## config.mk

```make
export PLATFORM = sky130hd
export DESIGN_NAME = grid_triangle_strip_index_gen_flat
export DESIGN_NICKNAME = d
export VERILOG_FILES = /design/src/design/gtsig_pkg.sv /design/src/design/gtsig_if.sv /design/src/design/gtsig_cfg.sv /design/src/design/gtsig_walk.sv /design/src/design/gtsig_index.sv /design/src/design/grid_triangle_strip_index_gen.sv /design/src/flat_wrapper.sv
export SDC_FILE = /design/constraint.sdc
export NUM_CORES = 1
export LEC_CHECK = 0
export BUFFER_PORTS_ARGS = -buffer_cell sky130_fd_sc_hd__buf_2
export CORE_MARGIN = 2
export CORE_UTILIZATION = 45
export CTS_BUF_LIST = sky130_fd_sc_hd__clkbuf_4
export CTS_CLUSTER_SIZE = 28
export DETAILED_ROUTE_END_ITERATION = 7
export GPL_ROUTABILITY_DRIVEN = 1
export HOLD_SLACK_MARGIN = 0.05
export PLACE_DENSITY = 0.66
export SYNTH_ARGS = -nofsm -noshare
export SYNTH_HDL_FRONTEND = slang
export SYNTH_SLANG_ARGS = --single-unit
export TNS_END_PERCENT = 100
```

## constraint.sdc

```tcl
create_clock -name clk -period 7.1 [get_ports clk]
set_input_delay 1.065 -clock clk [delete_from_list [all_inputs] [get_ports clk]]
set_output_delay 1.065 -clock clk [all_outputs]
set_load 0.005 [all_outputs]
```

## src/design/gtsig_pkg.sv

```systemverilog
// shared types and constants for the grid triangle strip index generator
`default_nettype none
package gtsig_pkg;

	// grid limits and field widths
	localparam int unsigned MAX_GRID_DIM = 1024;
	localparam int unsigned DIM_W        = 11;
	localparam int unsigned STEP_W       = 10;
	// strip start row: a step raised before a trailing repeat can push it past the grid
	localparam int unsigned ROW_W        = 11;
	localparam int unsigned VI_W         = 20;
	localparam int unsigned POS_W        = 22;
	localparam int unsigned CFG_IDX_W    = 2;
	localparam int unsigned CFG_DATA_W   = 11;

	// configuration register indexes
	localparam logic [CFG_IDX_W-1:0] CFG_ROW_LENGTH = 2'd0;
	localparam logic [CFG_IDX_W-1:0] CFG_ROW_COUNT  = 2'd1;
	localparam logic [CFG_IDX_W-1:0] CFG_STEP       = 2'd2;

	// reset values of the configuration registers
	localparam logic [DIM_W-1:0]  ROW_LENGTH_RST = 11'd64;
	localparam logic [DIM_W-1:0]  ROW_COUNT_RST  = 11'd64;
	localparam logic [STEP_W-1:0] STEP_RST       = 10'd1;

	// strip walk phase
	typedef enum logic [3:0] {
		PH_TOP    = 4'b0001,
		PH_BOTTOM = 4'b0010,
		PH_LEAD   = 4'b0100,
		PH_TRAIL  = 4'b1000
	} phase_t;

	// effective (clamped) configuration
	typedef struct packed {
		logic [DIM_W-1:0]  row_length;
		logic [DIM_W-1:0]  row_count;
		logic [STEP_W-1:0] step;
	} cfg_t;

	// walker result handed to the index stage
	typedef struct packed {
		logic              valid_res;
		logic [ROW_W:0]    row;
		logic [DIM_W-1:0]  col;
		logic [POS_W-1:0]  position;
		logic              is_last;
	} walk_t;

endpackage
`default_nettype wire

```

## src/design/gtsig_if.sv

```systemverilog
// request and result channel interfaces
`default_nettype none
interface gtsig_req_if;
	logic valid;
	logic ready;
	logic restart;

	modport source (output valid, output restart, input ready);
	modport sink (input valid, input restart, output ready);
endinterface

interface gtsig_res_if;
	logic                         valid;
	logic                         ready;
	logic                         valid_res;
	logic [gtsig_pkg::VI_W-1:0]   vertex_index;
	logic [gtsig_pkg::POS_W-1:0]  position;
	logic                         is_last;

	modport source (output valid, output valid_res, output vertex_index, output position,
		output is_last, input ready);
	modport sink (input valid, input valid_res, input vertex_index, input position,
		input is_last, output ready);
endinterface
`default_nettype wire

```

## src/design/gtsig_cfg.sv

```systemverilog
// configuration registers with range clamping
`default_nettype none
module gtsig_cfg (
	input  wire logic                             clk,
	input  wire logic                             arst_n,
	input  wire logic                             cfg_we,
	input  wire logic [gtsig_pkg::CFG_IDX_W-1:0]  cfg_index,
	input  wire logic [gtsig_pkg::CFG_DATA_W-1:0] cfg_wdata,
	output gtsig_pkg::cfg_t                       cfg
);

	logic [gtsig_pkg::DIM_W-1:0]  row_length_q;
	logic [gtsig_pkg::DIM_W-1:0]  row_count_q;
	logic [gtsig_pkg::STEP_W-1:0] step_q;

	// register writes
	always_ff @(posedge clk or negedge arst_n) begin
		if (!arst_n) begin
			row_length_q <= gtsig_pkg::ROW_LENGTH_RST;
			row_count_q  <= gtsig_pkg::ROW_COUNT_RST;
			step_q       <= gtsig_pkg::STEP_RST;
		end else if (cfg_we) begin
			case (cfg_index)
				gtsig_pkg::CFG_ROW_LENGTH: row_length_q <= cfg_wdata;
				gtsig_pkg::CFG_ROW_COUNT:  row_count_q  <= cfg_wdata;
				gtsig_pkg::CFG_STEP:       step_q       <= cfg_wdata[gtsig_pkg::STEP_W-1:0];
				default: ;
			endcase
		end
	end

	// clamp dimensions to 2..max and treat a zero step as one
	always_comb begin
		if (row_length_q < gtsig_pkg::DIM_W'(2))
			cfg.row_length = gtsig_pkg::DIM_W'(2);
		else if (row_length_q > gtsig_pkg::DIM_W'(gtsig_pkg::MAX_GRID_DIM))
			cfg.row_length = gtsig_pkg::DIM_W'(gtsig_pkg::MAX_GRID_DIM);
		else
			cfg.row_length = row_length_q;

		if (row_count_q < gtsig_pkg::DIM_W'(2))
			cfg.row_count = gtsig_pkg::DIM_W'(2);
		else if (row_count_q > gtsig_pkg::DIM_W'(gtsig_pkg::MAX_GRID_DIM))
			cfg.row_count = gtsig_pkg::DIM_W'(gtsig_pkg::MAX_GRID_DIM);
		else
			cfg.row_count = row_count_q;

		cfg.step = (step_q == '0) ? gtsig_pkg::STEP_W'(1) : step_q;
	end

endmodule
`default_nettype wire

```

## src/design/gtsig_walk.sv

```systemverilog
// strip walker: list state, next-index selection and the first pipeline stage
`default_nettype none
module gtsig_walk (
	input  wire logic             clk,
	input  wire logic             arst_n,
	input  wire gtsig_pkg::cfg_t  cfg,
	gtsig_req_if.sink             req,
	input  wire logic             adv,
	output logic                  vld_s1,
	output gtsig_pkg::walk_t      walk_s1
);

	logic [gtsig_pkg::ROW_W-1:0] row_q;
	logic [gtsig_pkg::DIM_W-1:0] col_q;
	gtsig_pkg::phase_t           phase_q;
	logic [gtsig_pkg::POS_W-1:0] cnt_q;
	logic                        fin_q;

	// state as seen after a possible restart
	logic [gtsig_pkg::ROW_W-1:0] row_c;
	logic [gtsig_pkg::DIM_W-1:0] col_c;
	gtsig_pkg::phase_t           phase_c;
	logic [gtsig_pkg::POS_W-1:0] cnt_c;
	logic                        fin_c;

	// next state
	logic [gtsig_pkg::ROW_W-1:0] row_n;
	logic [gtsig_pkg::DIM_W-1:0] col_n;
	gtsig_pkg::phase_t           phase_n;
	logic [gtsig_pkg::POS_W-1:0] cnt_n;
	logic                        fin_n;

	logic [gtsig_pkg::ROW_W:0]   bot_row;
	logic [gtsig_pkg::DIM_W:0]   col_adv;
	logic [gtsig_pkg::ROW_W+1:0] row_adv2;
	gtsig_pkg::walk_t            walk_c;
	logic                        s1_en;
	logic                        accept;

	assign s1_en     = !vld_s1 || adv;
	assign req.ready = s1_en;
	assign accept    = req.valid && s1_en;

	// restart handling
	always_comb begin
		if (req.restart) begin
			row_c   = '0;
			col_c   = '0;
			phase_c = gtsig_pkg::PH_TOP;
			cnt_c   = '0;
			fin_c   = ({1'b0, cfg.step} >= cfg.row_count);
		end else begin
			row_c   = row_q;
			col_c   = col_q;
			phase_c = phase_q;
			cnt_c   = cnt_q;
			fin_c   = fin_q;
		end
	end

	// lower row, column advance and room for another strip
	assign bot_row  = {1'b0, row_c} + {2'b0, cfg.step};
	assign col_adv  = {1'b0, col_c} + {2'b0, cfg.step};
	assign row_adv2 = {1'b0, bot_row} + {3'b0, cfg.step};

	// pick the emitted vertex and advance the walk
	always_comb begin
		row_n   = row_c;
		col_n   = col_c;
		phase_n = phase_c;
		cnt_n   = cnt_c;
		fin_n   = fin_c;
		walk_c  = '0;
		if (!fin_c) begin
			walk_c.valid_res = 1'b1;
			walk_c.position  = cnt_c;
			cnt_n            = cnt_c + gtsig_pkg::POS_W'(1);
			case (phase_c)
				gtsig_pkg::PH_TOP: begin
					walk_c.row = {1'b0, row_c};
					walk_c.col = col_c;
					phase_n    = gtsig_pkg::PH_BOTTOM;
				end
				gtsig_pkg::PH_BOTTOM: begin
					walk_c.row = bot_row;
					walk_c.col = col_c;
					if (col_adv < {1'b0, cfg.row_length}) begin
						col_n   = col_adv[gtsig_pkg::DIM_W-1:0];
						phase_n = gtsig_pkg::PH_TOP;
					end else if ((cfg.row_count > {1'b0, cfg.step}) &&
						(row_adv2 < {2'b0, cfg.row_count})) begin
						phase_n = gtsig_pkg::PH_TRAIL;
					end else begin
						fin_n = 1'b1;
					end
				end
				gtsig_pkg::PH_TRAIL: begin
					walk_c.row = bot_row;
					walk_c.col = cfg.row_length - gtsig_pkg::DIM_W'(1);
					row_n      = bot_row[gtsig_pkg::ROW_W-1:0];
					col_n      = '0;
					phase_n    = gtsig_pkg::PH_LEAD;
				end
				default: begin
					// leading degenerate: repeat the row start
					walk_c.row = {1'b0, row_c};
					walk_c.col = '0;
					phase_n    = gtsig_pkg::PH_TOP;
				end
			endcase
			walk_c.is_last = fin_n;
		end
	end

	// list state
	always_ff @(posedge clk or negedge arst_n) begin
		if (!arst_n) begin
			row_q   <= '0;
			col_q   <= '0;
			phase_q <= gtsig_pkg::PH_TOP;
			cnt_q   <= '0;
			fin_q   <= 1'b1;
		end else if (accept) begin
			row_q   <= row_n;
			col_q   <= col_n;
			phase_q <= phase_n;
			cnt_q   <= cnt_n;
			fin_q   <= fin_n;
		end
	end

	// first stage valid
	always_ff @(posedge clk or negedge arst_n) begin
		if (!arst_n)
			vld_s1 <= 1'b0;
		else if (s1_en)
			vld_s1 <= req.valid;
	end

	// first stage payload
	always_ff @(posedge clk) begin
		if (accept)
			walk_s1 <= walk_c;
	end

endmodule
`default_nettype wire

```

## src/design/gtsig_index.sv

```systemverilog
// vertex number computation and result register
`default_nettype none
module gtsig_index (
	input  wire logic              clk,
	input  wire logic              arst_n,
	input  wire gtsig_pkg::cfg_t   cfg,
	input  wire logic              vld_s1,
	input  wire gtsig_pkg::walk_t  walk_s1,
	output logic                   adv,
	gtsig_res_if.source            res
);

	logic                                 vld_s2;
	logic [2*gtsig_pkg::DIM_W-1:0]        vi_sum;

	assign adv = !vld_s2 || res.ready;

	// row * row_length + column
	assign vi_sum = (2*gtsig_pkg::DIM_W)'(walk_s1.row) *
		(2*gtsig_pkg::DIM_W)'(cfg.row_length) + {gtsig_pkg::DIM_W'(0), walk_s1.col};

	// result valid
	always_ff @(posedge clk or negedge arst_n) begin
		if (!arst_n)
			vld_s2 <= 1'b0;
		else if (adv)
			vld_s2 <= vld_s1;
	end

	// result payload
	always_ff @(posedge clk) begin
		if (adv && vld_s1) begin
			res.valid_res    <= walk_s1.valid_res;
			res.vertex_index <= vi_sum[gtsig_pkg::VI_W-1:0];
			res.position     <= walk_s1.position;
			res.is_last      <= walk_s1.is_last;
		end
	end

	assign res.valid = vld_s2;

endmodule
`default_nettype wire

```

## src/design/grid_triangle_strip_index_gen.sv

```systemverilog
// Grid triangle strip index generator. Each request (restart or advance) yields one result:
// the next vertex index of a row-major grid walked as one stitched triangle strip, with its
// list position and a last mark, or an all-zero result with valid_res low once the list is
// finished or empty. One request is taken every clock cycle; a result passes through the strip
// walker register and then the result register, where the row times row_length multiply
// sits. Only a stalled result channel holds back requests. Configuration writes take effect at
// once and are meant to happen with no request in flight.
`default_nettype none
module grid_triangle_strip_index_gen (
	input  wire logic                             clk,
	input  wire logic                             arst_n,
	input  wire logic                             cfg_we,
	input  wire logic [gtsig_pkg::CFG_IDX_W-1:0]  cfg_index,
	input  wire logic [gtsig_pkg::CFG_DATA_W-1:0] cfg_wdata,
	gtsig_req_if.sink                             req,
	gtsig_res_if.source                           res
);

	gtsig_pkg::cfg_t  cfg;
	gtsig_pkg::walk_t walk_s1;
	logic             vld_s1;
	logic             adv;

	// configuration registers
	gtsig_cfg u_cfg (
		.clk       (clk),
		.arst_n    (arst_n),
		.cfg_we    (cfg_we),
		.cfg_index (cfg_index),
		.cfg_wdata (cfg_wdata),
		.cfg       (cfg)
	);

	// strip walker
	gtsig_walk u_walk (
		.clk     (clk),
		.arst_n  (arst_n),
		.cfg     (cfg),
		.req     (req),
		.adv     (adv),
		.vld_s1  (vld_s1),
		.walk_s1 (walk_s1)
	);

	// index computation and output register
	gtsig_index u_index (
		.clk     (clk),
		.arst_n  (arst_n),
		.cfg     (cfg),
		.vld_s1  (vld_s1),
		.walk_s1 (walk_s1),
		.adv     (adv),
		.res     (res)
	);

endmodule
`default_nettype wire

```

## src/flat_wrapper.sv

```systemverilog
// flat-port wrapper written by rule: the top's interface ports become plain ports
module grid_triangle_strip_index_gen_flat 
  (clk, arst_n, cfg_we, cfg_index, cfg_wdata, req_valid, req_restart, req_ready, res_valid, res_valid_res, res_vertex_index, res_position, res_is_last, res_ready);
  gtsig_req_if req_i ();
  gtsig_res_if res_i ();
  input  wire logic clk;
  input  wire logic arst_n;
  input  wire logic cfg_we;
  input  wire logic [gtsig_pkg::CFG_IDX_W-1:0] cfg_index;
  input  wire logic [gtsig_pkg::CFG_DATA_W-1:0] cfg_wdata;
  input wire logic [$bits(req_i.valid)-1:0] req_valid;
  input wire logic [$bits(req_i.restart)-1:0] req_restart;
  output wire logic [$bits(req_i.ready)-1:0] req_ready;
  output wire logic [$bits(res_i.valid)-1:0] res_valid;
  output wire logic [$bits(res_i.valid_res)-1:0] res_valid_res;
  output wire logic [$bits(res_i.vertex_index)-1:0] res_vertex_index;
  output wire logic [$bits(res_i.position)-1:0] res_position;
  output wire logic [$bits(res_i.is_last)-1:0] res_is_last;
  input wire logic [$bits(res_i.ready)-1:0] res_ready;
  assign req_i.valid = req_valid;
  assign req_i.restart = req_restart;
  assign req_ready = req_i.ready;
  assign res_valid = res_i.valid;
  assign res_valid_res = res_i.valid_res;
  assign res_vertex_index = res_i.vertex_index;
  assign res_position = res_i.position;
  assign res_is_last = res_i.is_last;
  assign res_i.ready = res_ready;
  grid_triangle_strip_index_gen u_core (.clk(clk), .arst_n(arst_n), .cfg_we(cfg_we), .cfg_index(cfg_index), .cfg_wdata(cfg_wdata), .req(req_i), .res(res_i));
endmodule
```

# == Word level (Yosys, flattened, before mapping) ==
# Cells that the tools add are included.
# word_totals
rom_bits,0
in_bits,19
n_memories,0
register_bits,174
output_inout_bits,46
mem_bits_rw,0
latchBits,0
# op_classes
n_addsub,6
bitwise,0
n_mux,26
eq_ne,5
shifts,0
multipliers,1
n_reduce_logical,12
magnitude_cmp,8
div_mod_pow,0
# ops
operator,count
two-way mux 11 bit,10
case mux 23 bit (3 select lines),1
two-way mux 47 bit,1
two-way mux 22 bit,2
adder 11 x 10 -> 12 bit,2
"adder 22 x 1 -> 22 bit, second input constant",1
"greater-than comparator 11 bit, second input constant",2
"less-than comparator 11 x 2 -> 1 bit, second input constant",2
case mux 11 bit (2 select lines),1
adder 20 x 11 -> 20 bit,1
multiplier 12 x 11 -> 20 bit,1
two-way mux 4 bit,4
adder 12 x 10 -> 13 bit,1
less-than comparator 13 x 11 -> 1 bit,1
less-than comparator 12 x 11 -> 1 bit,1
case mux 4 bit (3 select lines),1
>= comparator 10 x 11 -> 1 bit,1
greater-than comparator 11 x 10 -> 1 bit,1
"subtractor 11 x 1 -> 11 bit, second input constant",1
zero test 10 bit,1
two-way mux 10 bit,1
AND reduction 2 bit,3
two-way mux 1 bit,5
"== test 4 x 1 -> 1 bit, second input constant",1
8 further kinds,12

# == Logic depth before layout (Yosys ltp) ==
# depth
ltp_word,10
mapped_depth,25
ltp_nobuf,24

# == Cells and area by module ==
# Synthesis repeated with hierarchy kept, for this count alone.
# unflattened
cells_unflattened,1446
hier_area_um2,14217.4
# by_module_without_submodules
mod,area_per_inst_um2,cells_each,n_inst,seq_area_each_um2
gtsig_walk,6872.8,746,1,2665.1
gtsig_index,5813.1,581,1,1346.3
gtsig_cfg,1531.5,119,1,804.5

# == Worst setup path after synthesis ==
# No wires, ideal clock.
# synth_path
kind,register to register
start,register u_core.u_cfg.row_length_q[10] (netlist bit)
end,register u_core.u_index.res.vertex_index[18] (data pin)
arrival_ns,5.616
path_buffers,2
required_ns,6.842
stages_incl_launch_ff,20
slack_ns,1.226
path_cell_list,dfrtp_1 -> clkbuf_1 -> nor2b_1 -> clkbuf_1 -> and2_1 -> fa_1 -> fa_1 -> fa_1 -> inv_1 -> fa_1 -> inv_1 -> fa_1 -> ha_1 -> and2_1 -> a31o_2 -> a41o_1 -> o41ai_1 -> o2111ai_1 -> a21oi_1 -> xnor2_1
# synth_via
elab_chain_cells,5
elab_cells_between_ends,6
classes_between,add/sub: 1; mul: 1; order compare: 2; mux: 2
# synth_lines
item,line,text
from (decl),gtsig_cfg.sv:12,logic [gtsig_pkg::DIM_W-1:0] row_length_q;
from (signal assigned),gtsig_cfg.sv:19,row_length_q <= gtsig_pkg::ROW_LENGTH_RST;
from (signal assigned),gtsig_cfg.sv:24,gtsig_pkg::CFG_ROW_LENGTH: row_length_q <= cfg_wdata;
greater-than comparator 11 bit,gtsig_cfg.sv:36,else if (row_length_q > gtsig_pkg::DIM_W'(gtsig_pkg::MAX_GRID_DIM))
two-way mux 11 bit,gtsig_cfg.sv:36,
two-way mux 11 bit (*),gtsig_cfg.sv:34,if (row_length_q < gtsig_pkg::DIM_W'(2))
multiplier 12 x 11 -> 20 bit (*),gtsig_index.sv:19,assign vi_sum = (2*gtsig_pkg::DIM_W)'(walk_s1.row) *
adder 20 x 11 -> 20 bit (*),gtsig_index.sv:20,"(2*gtsig_pkg::DIM_W)'(cfg.row_length) + {gtsig_pkg::DIM_W'(0), walk_s1.col};"
"named net u_core.u_index.vi_sum, one bit",gtsig_index.sv:14,logic [2*gtsig_pkg::DIM_W-1:0] vi_sum;
to (signal assigned),gtsig_index.sv:34,res.vertex_index <= vi_sum[gtsig_pkg::VI_W-1:0];
to (decl),gtsig_if.sv:20,"modport source (output valid, output valid_res, output vertex_index, output position,"
# Mark *: on every way through the listed nets, which the timed path passes. The rest lies on a longest branch.
# A chain may end at the register's enable or synchronous reset.

# == Worst setup path after layout ==
# Ends and elaborated chain as after synthesis.

==> implementation parameters <==
Parameter                              Value

Synthesis
  Top_reg_cell synth    sky130_fd_sc_hd__edfxtp_1
  Yosys warnings    0
  Synth async-reset ratio    ~48%
  Syn Inst Count    1373
  Average cell area after synthesis    10.1 µm²
  Yosys cell types    91
  Post-synth EDFFs    91
  Post-synthesis net count    1601
  Share of synthesized area occupied by flip-flops and latches    34.9%
  Most area-hungry cell type in the Yosys netlist    sky130_fd_sc_hd__edfxtp_1
  Post-synthesis cell area    13800 µm²
  Post-synthesis register bit count    between 150 and 200
  Synth top area cells    sky130_fd_sc_hd__edfxtp_1 20%, sky130_fd_sc_hd__fa_1 15%, sky130_fd_sc_hd__dfrtp_1 14%
  Top cells by count, synth    168 x sky130_fd_sc_hd__inv_1, 160 x sky130_fd_sc_hd__nand2_1, 108 x sky130_fd_sc_hd__ha_1, 101 x sky130_fd_sc_hd__fa_1, 91 x sky130_fd_sc_hd__edfxtp_1
  Proportion of netlist area held by the largest area contributor    19.8%
  Most instantiated library cell after synthesis    sky130_fd_sc_hd__inv_1

Timing
  Max frequency    between 0.15 and 0.2 GHz
  Worst rel slew slack    26.5%
  Max-slew violation count    0
  Count of endpoints failing setup in the final report    0
  Setup repair after global routing missed its margin    false
  Period utilization    89.8%
  Maximum clock skew at final layout    around 0.038 ns
  Total negative setup slack    0 ns
  Final hold violation count    0
  Transition time at the pin with the least slew margin    between 1 and 1.5 ns
  Final period demand of the worst path    6.37 ns

Placement
  Placer Congestion    between 0.8 and 0.9
  Count of input and output buffers    64
  Dpl hpwl    23600 µm
  Post-placement cell count    1797

Floorplanning
  Die Area    32100 µm²
  I/O pin count    65
  Initial core utilization    45.3%
  Height of the chip    179 µm
  Die width    179 µm
  Placeable core region    between 30000 and 40000 µm²
  Total number of placement rows    64

Min path
  Worst min-delay path class    input pin to asynchronous set/reset pin

Finish
  Synthesis-to-layout area growth    7.84%
  Final layout net count    1648
  Post-Route Utilization    48.9%
  Final non-filler cell total    1830
  Layout cells sized above 1    13.1%

Routing
  Count of vias placed by the detailed router    between 9000 and 10000
  Avg WL per Cell    16.7 µm
  Final wirelength    30500 µm
  Residual DRC count    0
  Drt first-iter violations    573
  Post-route antenna net violation count    0
  Drt pass-1 iters    5
  Routed vias/inst    between 5 and 6

Setup path
  Delay of the slowest cell on the worst path    0.74 ns
  Slowest CP cell    sky130_fd_sc_hd__nor2b_1
  Start-to-end type of the worst setup path    register to register
  Data arrival time of the worst path    6.75 ns
  Depth of the worst register-to-register path    18
  Critical Path RT    7.48 ns
  Kind of end point of the critical path    register
  Buffers & Inverters on Critical Path    3
  Number of cells on the critical path    18
  Max Fanout on Critical Path    13
  Cells traversed along the worst timing path    nor2b_1, nand2_1, fa_1, fa_1, inv_1, fa_1, inv_1, fa_1, inv_1, fa_1, ha_1, and2_1, a31o_2, a41o_1, o41ai_1, o2111ai_1, a21oi_1, xnor2_1
  Most prevalent standard cell on the critical path    sky130_fd_sc_hd__fa_1
  Worst path top cell family by delay    adder cells
  Sort of element at the start of the critical path    register

CTS
  Number of buffers added by the clock tree synthesis step    17
  TritonCTS clock tree    built
  Buffers from clock root to sink, at most    2
  Count of buffers added by post-CTS timing repair for setup    0
  PostCTS Resize Cnt    0
  Number of H-tree levels    4
  Clock tree root buffer cell    sky130_fd_sc_hd__clkbuf_4
  Skew-Pair Late Insertion Delay    0.60 ns
  Clock-pin slew of the registers on the worst-case setup and hold paths    between 0.15 and 0.2 ns
  Total clock sinks    174
  Hold_buf cts    0

Power
  Static leakage    6.75 nW
  Maximum vdd ir drop    approximately 0.15 mV
  PD cells    about 320 nW/µm²
  Design Power    4.72 mW

Global routing
  Overflow left after global routing    0
  Largest net degree at the start of global routing    48
  Antenna violations before repair    1
  Via count of the first global-routing pass    9793
  Wire length of the first global-routing pass    50200 µm
  GRT Resource Usage Total    19.9%

Run status
  Outcome    complete, no violations

Flow run
  Max-Cap Viols    0
## flip-flops by register name, indices dropped and copies added, names as in the netlist
register                         cells
u_core.u_index.res.valid_res         1
u_core.u_walk.vld_s1                 1
u_core.u_walk.fin_q                  1
u_core.u_walk.phase_q                4
u_core.u_walk.col_q                 11
u_core.u_index.res.valid             1
u_core.u_walk.walk_s1               47
u_core.u_cfg.row_count_q            11
u_core.u_cfg.row_length_q           11
u_core.u_walk.row_q                 11
u_core.u_index.res.is_last           1
u_core.u_index.res.vertex_index     20
u_core.u_index.res.position         22
u_core.u_walk.cnt_q                 22
u_core.u_cfg.step_q                 10
## final cells by class
cell class / instances / area [µm²]
diodes: 1 / 2.50
inverters: 172 / 648
clock inverters: 15 / 193
well taps: 396 / 495
multi-input cells: 966 / 8090
flip-flops and latches: 174 / 4820
fillers: 2837 / 15500
repair buffers: 89 / 510
clock buffers: 17 / 128
## worst paths after layout
check,from,endpoint,slack (ns)
worst max-delay path,u_core.u_cfg.row_length_q[10]$_DFFE_PN0P_,u_core.u_index.res.vertex_index[18]$_DFFE_PP_,0.73
worst min-delay path,arst_n,u_core.u_walk.col_q[10]$_DFFE_PN0P_,0.40
worst max register to register,u_core.u_cfg.row_length_q[10]$_DFFE_PN0P_,u_core.u_index.res.vertex_index[18]$_DFFE_PP_,0.73
worst min register to register,u_core.u_walk.walk_s1[46]$_DFFE_PP_,u_core.u_index.res.valid_res$_DFFE_PP_,0.42
max in group asynchronous,arst_n,u_core.u_cfg.row_length_q[8]$_DFFE_PN0P_,5.68
min in group clk,u_core.u_walk.walk_s1[46]$_DFFE_PP_,u_core.u_index.res.valid_res$_DFFE_PP_,0.42
## worst register-to-register path, cell delays in order, from the launching register on
cell and delay (ns):
sky130_fd_sc_hd__dfrtp_1 0.52, sky130_fd_sc_hd__nor2b_1 0.74, sky130_fd_sc_hd__nand2_1 0.19, sky130_fd_sc_hd__fa_1 0.49
sky130_fd_sc_hd__fa_1 0.55, sky130_fd_sc_hd__inv_1 0.05, sky130_fd_sc_hd__fa_1 0.48, sky130_fd_sc_hd__inv_1 0.06
sky130_fd_sc_hd__fa_1 0.53, sky130_fd_sc_hd__inv_1 0.05, sky130_fd_sc_hd__fa_1 0.47, sky130_fd_sc_hd__ha_1 0.37
sky130_fd_sc_hd__and2_1 0.17, sky130_fd_sc_hd__a31o_2 0.21, sky130_fd_sc_hd__a41o_1 0.21, sky130_fd_sc_hd__o41ai_1 0.57
sky130_fd_sc_hd__o2111ai_1 0.23, sky130_fd_sc_hd__a21oi_1 0.21, sky130_fd_sc_hd__xnor2_1 0.08
## cells in the final DEF (no fill, tap or decap), types with 10 or more instances in the layout
master	instances
sky130_fd_sc_hd__nand2b_1	10
sky130_fd_sc_hd__nand2_1	160
sky130_fd_sc_hd__o21ai_0	29
sky130_fd_sc_hd__mux2_2	31
sky130_fd_sc_hd__and2_1	62
sky130_fd_sc_hd__edfxtp_1	91
sky130_fd_sc_hd__fa_1	101
sky130_fd_sc_hd__nor2_1	76
sky130_fd_sc_hd__nor3_1	25
sky130_fd_sc_hd__xor2_1	18
sky130_fd_sc_hd__dfrtp_1	78
sky130_fd_sc_hd__xnor2_1	50
sky130_fd_sc_hd__buf_2	63
sky130_fd_sc_hd__clkbuf_4	17
sky130_fd_sc_hd__nor2b_1	37
sky130_fd_sc_hd__buf_4	26
sky130_fd_sc_hd__inv_1	168
sky130_fd_sc_hd__nand3_1	22
sky130_fd_sc_hd__a21o_1	12
sky130_fd_sc_hd__ha_1	108
sky130_fd_sc_hd__a22o_1	20
sky130_fd_sc_hd__a21oi_1	64
## per-layer routing
layer,up-vias,part of all wire [%],wire (µm),GRT usage (%)
li1,4698,-,-,-
met1,4833,45,13600,26.4
met2,241,49,14900,33.5
met3,43,4.5,1360,3.16
met4,0,2.3,689,6.32
met5,-,0,0,0
## cells by family (layout without fill, tap and decap cells)
kind of cell,Yosys count,after routing,share of synthesized area [%]
buffers and inverters,233,293,6.49
adder cells (fa/ha/maj),212,212,24.7
multiplexers,36,36,2.93
flip-flops,174,174,34.9
other,0,1,0
AND/OR/NAND/NOR,447,447,16.2
AO/OA/AOI/OAI,202,202,10.4
XOR/XNOR,69,69,4.43
## metrics by stage
step | setup slack [ns] | instance area, µm² | hold WS, ns
after floorplan | 1.23 | 13800 | 0.400
after global placement | 0.780 | 14600 | 0.402
after detailed placement | 0.701 | 14600 | 0.405
after CTS | 0.702 | 14900 | 0.382
after global routing | 0.334 | 14900 | 0.398
final | 0.727 | 14900 | 0.402
## where the power goes
part	total (mW)	leakage, nW	switching (mW)	internal [mW]
Sequential	1.45	1.95	0.128	1.32
Combinational	2.65	4.63	1.48	1.17
Clock	0.623	0.172	0.422	0.201
Total	4.72	6.75	2.03	2.69
Note: power is estimated with default switching activity, not from simulation.
